==> src/hdl/bmp_rle_pkg.sv <==
// Shared types, constants and helpers of the BMP RLE span decoder.
package bmp_rle_pkg;

   localparam int unsigned DIM_BITS   = 13;
   localparam int unsigned POS_BITS   = 12;
   localparam int unsigned BYTE_BITS  = 8;
   localparam int unsigned SIZE_LIMIT = 4096;

   localparam int unsigned CSR_IDX_BITS  = 2;
   localparam int unsigned CSR_DATA_BITS = DIM_BITS;
   localparam int unsigned RSP_DATA_BITS = 2 * POS_BITS + 3 * BYTE_BITS;

   // configuration register indexes
   localparam logic [CSR_IDX_BITS-1:0] CSR_RLE4_MODE    = 2'd0;
   localparam logic [CSR_IDX_BITS-1:0] CSR_IMAGE_WIDTH  = 2'd1;
   localparam logic [CSR_IDX_BITS-1:0] CSR_IMAGE_HEIGHT = 2'd2;

   // escape codes after a zero count byte
   localparam logic [BYTE_BITS-1:0] ESC_END_LINE   = 8'd0;
   localparam logic [BYTE_BITS-1:0] ESC_END_BITMAP = 8'd1;
   localparam logic [BYTE_BITS-1:0] ESC_DELTA      = 8'd2;

   localparam logic [BYTE_BITS-1:0] NIBBLE_MASK = 8'h0f;

   typedef enum logic [2:0] {
      PH_COUNT  = 3'd0,
      PH_VALUE  = 3'd1,
      PH_ESCAPE = 3'd2,
      PH_DX     = 3'd3,
      PH_DY     = 3'd4,
      PH_ABS    = 3'd5,
      PH_PAD    = 3'd6
   } phase_type;

   typedef enum logic [1:0] {
      KIND_SPAN      = 2'd0,
      KIND_END_LINE  = 2'd1,
      KIND_END_IMAGE = 2'd2
   } kind_type;

   typedef struct packed {
      logic                rle4_mode;
      logic [DIM_BITS-1:0] eff_width;
      logic [DIM_BITS-1:0] eff_height;
   } cfg_type;

   typedef struct packed {
      logic                 emit;
      kind_type             kind;
      logic [POS_BITS-1:0]  row;
      logic [POS_BITS-1:0]  column;
      logic [BYTE_BITS-1:0] span_length;
      logic [BYTE_BITS-1:0] first_index;
      logic [BYTE_BITS-1:0] second_index;
   } rsp_type;

   // zero counts as one, anything above the limit counts as the limit
   function automatic logic [DIM_BITS-1:0] limit_dim(input logic [DIM_BITS-1:0] v);
      logic [DIM_BITS-1:0] r;
      r = v;
      if (v == '0) r = DIM_BITS'(1);
      else if (v > DIM_BITS'(SIZE_LIMIT)) r = DIM_BITS'(SIZE_LIMIT);
      return r;
   endfunction

endpackage

==> src/hdl/bmp_rle_parser.sv <==
// Parse state and combinational step logic of the BMP RLE span decoder.
module bmp_rle_parser (
   input  logic                          clock,
   input  logic                          reset,
   input  logic                          step,
   input  logic [bmp_rle_pkg::BYTE_BITS-1:0] data_byte,
   input  logic                          final_byte,
   input  bmp_rle_pkg::cfg_type          cfg,
   output bmp_rle_pkg::rsp_type          result
);
   import bmp_rle_pkg::*;

   phase_type            phase_ff, phase_in;
   logic [BYTE_BITS-1:0] pending_count_ff, pending_count_in;
   logic [BYTE_BITS-1:0] absolute_left_ff, absolute_left_in;
   logic                 pad_pending_ff, pad_pending_in;
   logic [BYTE_BITS-1:0] delta_dx_ff, delta_dx_in;
   logic [DIM_BITS-1:0]  column_pos_ff, column_pos_in;
   logic [DIM_BITS-1:0]  line_pos_ff, line_pos_in;
   logic                 finished_ff, finished_in;

   logic [BYTE_BITS-1:0] idx_a, idx_b;
   logic [DIM_BITS-1:0]  row_val, room;
   logic [BYTE_BITS-1:0] abs_px, span_req, span_len;
   logic [DIM_BITS:0]    line_inc, col_delta, line_delta;
   logic [BYTE_BITS:0]   nib_bytes;

   assign idx_a = cfg.rle4_mode ? {4'b0, data_byte[7:4]} : data_byte;
   assign idx_b = cfg.rle4_mode ? (data_byte & NIBBLE_MASK) : data_byte;

   assign row_val = (line_pos_ff < cfg.eff_height) ?
                    (cfg.eff_height - DIM_BITS'(1) - line_pos_ff) : '0;
   assign room    = (column_pos_ff < cfg.eff_width) ? (cfg.eff_width - column_pos_ff) : '0;

   assign abs_px   = (cfg.rle4_mode && absolute_left_ff >= BYTE_BITS'(2)) ? BYTE_BITS'(2) :
                     (absolute_left_ff != '0 ? BYTE_BITS'(1) : '0);
   assign span_req = (phase_ff == PH_ABS) ? abs_px : pending_count_ff;
   assign span_len = ({{(DIM_BITS-BYTE_BITS){1'b0}}, span_req} < room) ?
                     span_req : room[BYTE_BITS-1:0];

   assign line_inc   = {1'b0, line_pos_ff} + (DIM_BITS+1)'(1);
   assign col_delta  = {1'b0, column_pos_ff} + {{(DIM_BITS+1-BYTE_BITS){1'b0}}, delta_dx_ff};
   assign line_delta = {1'b0, line_pos_ff} + {{(DIM_BITS+1-BYTE_BITS){1'b0}}, data_byte};
   assign nib_bytes  = cfg.rle4_mode ? (({1'b0, data_byte} + (BYTE_BITS+1)'(1)) >> 1)
                                     : {1'b0, data_byte};

   always_comb begin
      phase_in         = phase_ff;
      pending_count_in = pending_count_ff;
      absolute_left_in = absolute_left_ff;
      pad_pending_in   = pad_pending_ff;
      delta_dx_in      = delta_dx_ff;
      column_pos_in    = column_pos_ff;
      line_pos_in      = line_pos_ff;
      finished_in      = finished_ff;
      result           = '0;
      result.kind      = KIND_SPAN;

      // span fields, used when a span goes out
      result.row          = row_val[POS_BITS-1:0];
      result.column       = column_pos_ff[POS_BITS-1:0];
      result.span_length  = span_len;
      result.first_index  = idx_a;
      result.second_index = (span_len == BYTE_BITS'(1)) ? idx_a : idx_b;

      unique case (phase_ff)
         PH_COUNT: begin
            if (data_byte == '0) begin
               phase_in = PH_ESCAPE;
            end else begin
               pending_count_in = data_byte;
               phase_in         = PH_VALUE;
            end
         end
         PH_VALUE: begin
            if (span_len != '0) begin
               result.emit   = 1'b1;
               column_pos_in = column_pos_ff + {{(DIM_BITS-BYTE_BITS){1'b0}}, span_len};
            end
            phase_in = PH_COUNT;
         end
         PH_ESCAPE: begin
            phase_in = PH_COUNT;
            if (data_byte == ESC_END_LINE) begin
               column_pos_in = '0;
               result.emit   = 1'b1;
               result.column = '0;
               result.span_length  = '0;
               result.first_index  = '0;
               result.second_index = '0;
               if (line_inc >= {1'b0, cfg.eff_height}) begin
                  line_pos_in = cfg.eff_height;
                  finished_in = 1'b1;
                  result.kind = KIND_END_IMAGE;
                  result.row  = '0;
               end else begin
                  line_pos_in = line_inc[DIM_BITS-1:0];
                  result.kind = KIND_END_LINE;
               end
            end else if (data_byte == ESC_END_BITMAP) begin
               finished_in = 1'b1;
               result      = '0;
               result.emit = 1'b1;
               result.kind = KIND_END_IMAGE;
            end else if (data_byte == ESC_DELTA) begin
               phase_in = PH_DX;
            end else begin
               absolute_left_in = data_byte;
               pad_pending_in   = nib_bytes[0];
               phase_in         = PH_ABS;
            end
         end
         PH_DX: begin
            delta_dx_in = data_byte;
            phase_in    = PH_DY;
         end
         PH_DY: begin
            // clamp after the add
            column_pos_in = (col_delta >= {1'b0, cfg.eff_width}) ?
                            (cfg.eff_width - DIM_BITS'(1)) : col_delta[DIM_BITS-1:0];
            line_pos_in   = (line_delta >= {1'b0, cfg.eff_height}) ?
                            (cfg.eff_height - DIM_BITS'(1)) : line_delta[DIM_BITS-1:0];
            phase_in      = PH_COUNT;
         end
         PH_ABS: begin
            if (span_len != '0) begin
               result.emit   = 1'b1;
               column_pos_in = column_pos_ff + {{(DIM_BITS-BYTE_BITS){1'b0}}, span_len};
            end
            absolute_left_in = absolute_left_ff - abs_px;
            if (absolute_left_ff == abs_px) begin
               phase_in = pad_pending_ff ? PH_PAD : PH_COUNT;
            end
         end
         PH_PAD: begin
            pad_pending_in = 1'b0;
            phase_in       = PH_COUNT;
         end
         default: begin
            phase_in = PH_COUNT;
         end
      endcase

      if (final_byte) finished_in = 1'b1;

      // once finished, drop every byte
      if (finished_ff) begin
         phase_in         = phase_ff;
         pending_count_in = pending_count_ff;
         absolute_left_in = absolute_left_ff;
         pad_pending_in   = pad_pending_ff;
         delta_dx_in      = delta_dx_ff;
         column_pos_in    = column_pos_ff;
         line_pos_in      = line_pos_ff;
         finished_in      = 1'b1;
         result.emit      = 1'b0;
      end
   end

   always_ff @(posedge clock) begin
      if (reset) begin
         phase_ff         <= PH_COUNT;
         pending_count_ff <= '0;
         absolute_left_ff <= '0;
         pad_pending_ff   <= 1'b0;
         delta_dx_ff      <= '0;
         column_pos_ff    <= '0;
         line_pos_ff      <= '0;
         finished_ff      <= 1'b0;
      end else if (step) begin
         phase_ff         <= phase_in;
         pending_count_ff <= pending_count_in;
         absolute_left_ff <= absolute_left_in;
         pad_pending_ff   <= pad_pending_in;
         delta_dx_ff      <= delta_dx_in;
         column_pos_ff    <= column_pos_in;
         line_pos_ff      <= line_pos_in;
         finished_ff      <= finished_in;
      end
   end

endmodule

==> src/hdl/bmp_rle_span_decoder_unit.sv <==
// Top level of the BMP RLE8/RLE4 span decoder: request, response and config registers.
// A request byte taken into the request register passes through the parse step into the
//   response register, unless a held response keeps it waiting in the request register.
// Throughput: one request byte per cycle, set by the combinational parse step between the
//   request and response registers; a held response stalls the request side.
// Reset (synchronous, active high) empties both registers; parse restarts at line 0, RLE8, 1x1.
module bmp_rle_span_decoder_unit (
   input  logic                                    clock,
   input  logic                                    reset,
   // request channel
   input  logic                                    req_tvalid,
   output logic                                    req_tready,
   input  logic [bmp_rle_pkg::BYTE_BITS-1:0]       req_tdata,  // [7:0] data_byte
   input  logic                                    req_tlast,  // final_byte
   // response channel
   output logic                                    rsp_tvalid,
   input  logic                                    rsp_tready,
   // [11:0] row, [23:12] column, [31:24] span_length,
   // [39:32] first_index, [47:40] second_index
   output logic [bmp_rle_pkg::RSP_DATA_BITS-1:0]   rsp_tdata,
   output logic [1:0]                              rsp_tuser,  // [1:0] kind
   // configuration write port
   input  logic                                    csr_we,
   input  logic [bmp_rle_pkg::CSR_IDX_BITS-1:0]    csr_index,
   input  logic [bmp_rle_pkg::CSR_DATA_BITS-1:0]   csr_wdata
);
   import bmp_rle_pkg::*;

   // request register
   logic                 in_valid_ff, in_valid_in;
   logic [BYTE_BITS-1:0] in_data_ff;
   logic                 in_last_ff;

   // response register
   logic                 out_valid_ff, out_valid_in;
   rsp_type              out_ff;

   // configuration, held already limited to the legal size range
   logic                 rle4_mode_ff;
   logic [DIM_BITS-1:0]  eff_width_ff;
   logic [DIM_BITS-1:0]  eff_height_ff;

   cfg_type              cfg;
   rsp_type              step_result;
   logic                 advance;

   // advance the held byte whenever the response register is free or being drained
   assign advance    = in_valid_ff && (!out_valid_ff || rsp_tready);
   assign req_tready = !in_valid_ff || advance;

   assign in_valid_in  = req_tready ? req_tvalid : in_valid_ff;
   assign out_valid_in = advance ? step_result.emit : (out_valid_ff && !rsp_tready);

   assign cfg.rle4_mode  = rle4_mode_ff;
   assign cfg.eff_width  = eff_width_ff;
   assign cfg.eff_height = eff_height_ff;

   bmp_rle_parser u_parser (
      .clock      (clock),
      .reset      (reset),
      .step       (advance),
      .data_byte  (in_data_ff),
      .final_byte (in_last_ff),
      .cfg        (cfg),
      .result     (step_result)
   );

   always_ff @(posedge clock) begin
      if (reset) begin
         in_valid_ff  <= 1'b0;
         out_valid_ff <= 1'b0;
      end else begin
         in_valid_ff  <= in_valid_in;
         out_valid_ff <= out_valid_in;
      end
   end

   // payloads: load a new byte on acceptance, hold the response until taken
   always_ff @(posedge clock) begin
      if (req_tvalid && req_tready) begin
         in_data_ff <= req_tdata;
         in_last_ff <= req_tlast;
      end
      if (advance) begin
         out_ff <= step_result;
      end
   end

   // configuration writes; sizes are limited on the way in
   always_ff @(posedge clock) begin
      if (reset) begin
         rle4_mode_ff  <= 1'b0;
         eff_width_ff  <= DIM_BITS'(1);
         eff_height_ff <= DIM_BITS'(1);
      end else if (csr_we) begin
         unique case (csr_index)
            CSR_RLE4_MODE:    rle4_mode_ff  <= csr_wdata[0];
            CSR_IMAGE_WIDTH:  eff_width_ff  <= limit_dim(csr_wdata);
            CSR_IMAGE_HEIGHT: eff_height_ff <= limit_dim(csr_wdata);
            default: ;
         endcase
      end
   end

   assign rsp_tvalid = out_valid_ff;
   assign rsp_tuser  = out_ff.kind;
   assign rsp_tdata  = {out_ff.second_index, out_ff.first_index, out_ff.span_length,
                        out_ff.column, out_ff.row};

endmodule

==> config.mk <==
export PLATFORM = sky130hd
export DESIGN_NAME = bmp_rle_span_decoder_unit
export DESIGN_NICKNAME = d
export VERILOG_FILES = /design/src/hdl/bmp_rle_pkg.sv /design/src/hdl/bmp_rle_parser.sv /design/src/hdl/bmp_rle_span_decoder_unit.sv
export SDC_FILE = /design/constraint.sdc
export NUM_CORES = 1
export LEC_CHECK = 0
export BUFFER_PORTS_ARGS = -buffer_cell sky130_fd_sc_hd__buf_2
export CORE_MARGIN = 5
export CORE_UTILIZATION = 57
export DETAILED_ROUTE_END_ITERATION = 16
export PLACE_DENSITY = 0.81
export RECOVER_POWER = 25
export SLEW_MARGIN = 20
export SYNTH_ARGS = -nofsm -noshare
export SYNTH_HDL_FRONTEND = slang
export SYNTH_HIERARCHICAL = 1
export SYNTH_SLANG_ARGS = --single-unit
==> constraint.sdc <==
create_clock -name clock -period 7.1 [get_ports clock]
set_input_delay 0.71 -clock clock [delete_from_list [all_inputs] [get_ports clock]]
set_output_delay 0.71 -clock clock [all_outputs]
set_load 0.05 [all_outputs]
==> summary.txt <==
Outcome
  • Status: complete, but fails checks
  • Failing checks: capacitance limit, slew limit

Clock tree
  • H-tree depth: 4
  • Post-CTS Setup Bufs: 0
  • Clock Tree Buf Depth: 2
  • Cts repair resizes: 0
  • Clock-pin slew on the worst setup and hold paths: 0.07 ns
  • CTS Buf Count: 17
  • Worst-Skew Late Latency: 0.44 ns
  • CTS tree: done
  • CTS sink cnt: 143
  • CTS Root Cell: clkbuf_16
  • Hold_buf cts: 0

Final layout
  • Layout cells sized above 1: 12.3%
  • Fin util: 63.2%
  • Final Net Count: 1491
  • Final cell count without fillers: 1618
  • Filler Cell Count: 1600
  • # diodes: 0
  • Layout area overhead: 10.2%
  • Area occupied by multi-input gates: 7060 µm²
  • Commonest non-fill, non-tap cell in the layout: nor2_1
  • Seq. cell area: 3450 µm²
  • Finished Cell Area: 12200 µm²
  • Commonest cells after routing, fill and taps aside: nor2_1 (125), nand2_1 (121), a21oi_1 (119), ha_1 (116), dfxtp_1 (84)

Synthesis
  • Top cells by area, synth: edfxtp_1 (16%), dfxtp_1 (15%), ha_1 (13%)
  • Post-Syn Area: 11100 µm²
  • Post-synth EDFFs: 59
  • Post-Synthesis Cells: 1283
  • Number of synthesized register bits: 143
  • FFs w/ async S/R, synth: 0%
  • Synth Flop Type: dfxtp_1
  • Yosys warns: 6
  • Mean Syn Cell Area: 8.64 µm²
  • Share of the synthesized area in the top cell type: 16.0%
  • Yosys top cell by area: edfxtp_1
  • Netlist cell types: 89
  • Syn nets: 1434
  • Sequential share of the synthesized area: 31.1%

Critical path
  • Crit-path slowest cell: or2_1
  • WP buf/inv: 3
  • Setup crit start kind: flop
  • CP max FO: 15
  • Crit path required time: 7.39 ns
  • Crit path capture type: flop
  • Kind of critical path: reg2reg
  • Flop-to-flop setup slack: 0.45 ns
  • Crit path max-delay family: compound AO/OA/AOI/OAI gates
  • Most used cell, CP: a21o_1
  • Worst EP arrival: 6.94 ns
  • Slowest cell delay on critical path: 0.47 ns

STA
  • Max Clock Freq: 150 MHz
  • Slew Viols, Final: 54
  • Headroom to the max-slew limit: -105%
  • Final Hold Violating Endpoints: 0
  • Slew @ Worst Pin: 3.07 ns
  • RSZ-0062 raised after global routing: false
  • Fin crit share: 93.7%
  • Fin crit period: 6.65 ns
  • Finish-stage setup viols: 0
  • Setup TNS: 0 ns
  • Setup Skew: 0.0182 ns

Placed design
  • RD Place Congestion: 0.916
  • Post-DP Area: 11600 µm²
  • Cells after DPL: 1586
  • DP HPWL: 21.3 mm
  • IO Port Bufs: 80

Route
  • Met3 routed WL: 2.08 mm
  • Final ANT Viol Nets: 0
  • Wirelength per Cell: 17.8 µm
  • Vias: 9851
  • Vias per inst: 6.09
  • 1st-iter DRT viols: 950
  • Top sig layer: met4
  • Routed WL: 28.8 mm
  • Met2 WL post-DR: 13.3 mm
  • Metal-1 WL: 12.7 mm
  • DR DRC count: 0
  • First-pass detailed-route iteration total: 5

Floorplanning
  • Die Ht: 149 µm
  • Ports: 81
  • Overall die width: 149 µm
  • Cell row count: 51
  • Die area: 22300 µm²
  • Core area: 19300 µm²
  • Initial Utilization: 57.3%

Pwr
  • Total design power: 2.43 mW
  • Clock power share: 36.4%
  • P_sw: 0.827 mW
  • Internal: 1.60 mW
  • Sequential group share of total power: 38.1%
  • P_leak: 4.97 nW
  • Peak supply drop: 0.167 mV
  • Logic gate share of total power: 25.5%
  • Power per cell area: 199 nW/µm²
  • Sw Share: 34.0%

Worst hold path
  • Hold Crit Class: in2reg

Global routing
  • Vias in the first global route: 9153
  • Initial antenna violation count: 0
  • Total GRT Usage: 25.5%
  • First-pass GRT wire length: 45.8 mm
  • Largest net degree at the start of global routing: 79
  • GR Overflow Total: 0

Job
  • Max Cap Viol: 1
[layout make-up]
class	instances	area share (%)
flip-flops and latches	143	28.3
multi-input cells	1005	57.8
inverters	82	2.52
well taps	265	2.71
repair buffers	91	3.87
clock buffers	17	3.48
clock inverters	15	1.33
[registers in the layout, indices dropped and copies added (netlist names)]
signal                     count
u_parser/line_pos_ff          13
eff_width_ff                  13
rsp_tvalid                     1
u_parser/pending_count_ff      8
rsp_tuser                      2
rsp_tdata                     48
u_parser/phase_ff              3
in_data_ff                     8
u_parser/absolute_left_ff      8
eff_height_ff                 13
u_parser/pad_pending_ff        1
u_parser/column_pos_ff        13
rle4_mode_ff                   1
in_last_ff                     1
u_parser/delta_dx_ff           8
in_valid_ff                    1
u_parser/finished_ff           1
[cell usage after synthesis, drive strengths merged (6+ instances only)]
cell type    n
a211oi      18
a21o        24
a21oi      121
and2        14
buf         21
clkbuf      32
dfxtp       84
edfxtp      59
fa           6
ha         116
inv         81
mux2        12
mux2i       41
nand2      121
nand2b      13
nand3       22
nand4       11
nor2       126
nor2b       30
nor3        35
nor4        10
o21a        24
o21ai       63
o21bai       7
o221a        8
o22ai        9
xnor2       63
xor2        14
[stage by stage]
step | hold slack, ns | setup WS, ns
5_1_grt | 0.449 | 0.0152
6_report | 0.452 | 0.449
2_1_floorplan | 0.445 | 1.33
3_5_place_dp | 0.465 | 0.545
3_3_place_gp | 0.458 | 0.696
4_1_cts | 0.440 | 0.485
[cell families after synthesis]
family	Yosys count	share of synthesized area, %
buffers and inverters	135	5.21
and+or+nand+nor	420	18.1
muxes	53	5.21
DFF	143	31.1
xor gates and xnor gates	77	6.08
adders and majority gates	122	14.2
AOI/OAI and AO/OA	333	20.1
[power groups by stage]
stage / combinational [mW] / clock (mW) / sequential, mW
global route: 0.674 / 0.936 / 0.929
CTS: 0.614 / 0.898 / 0.925
global placement: 0.597 / 0 / 0.942
finish: 0.620 / 0.884 / 0.926
floorplan: 0.427 / 0 / 0.999
detailed placement: 0.607 / 0 / 0.943
[routing by layer]
layer / up-vias / track usage, %
li1: 4720 / -
met1: 4642 / 33.9
met2: 423 / 42.1
met3: 66 / 4.45
met4: 0 / 8.79
met5: - / 0
[worst paths after layout]
| check | startpoint | endpoint | cells past startpoint |
|---|---|---|---|
| worst min register to register | eff_height_ff[11] | eff_height_ff[11] | 2 |
| worst max register to register | eff_width_ff[0] | u_parser/column_pos_ff[9] | 29 |
| worst max-delay path | eff_width_ff[0] | u_parser/column_pos_ff[9] | 29 |
| worst min-delay path | req_tdata[4] | in_data_ff[4] | 1 |
[worst register-to-register path, delay by kind of cell (launching register included)]
kind / cells / cell delay, ns
buffers and inverters: 3 / 0.30
DFF: 1 / 0.36
and+or+nand+nor: 7 / 1.37
adders and majority gates: 4 / 1.27
AOI/OAI and AO/OA: 12 / 2.50
xor gates and xnor gates: 2 / 0.28
muxes: 1 / 0.41
Power figures use the tool's default switching activity.
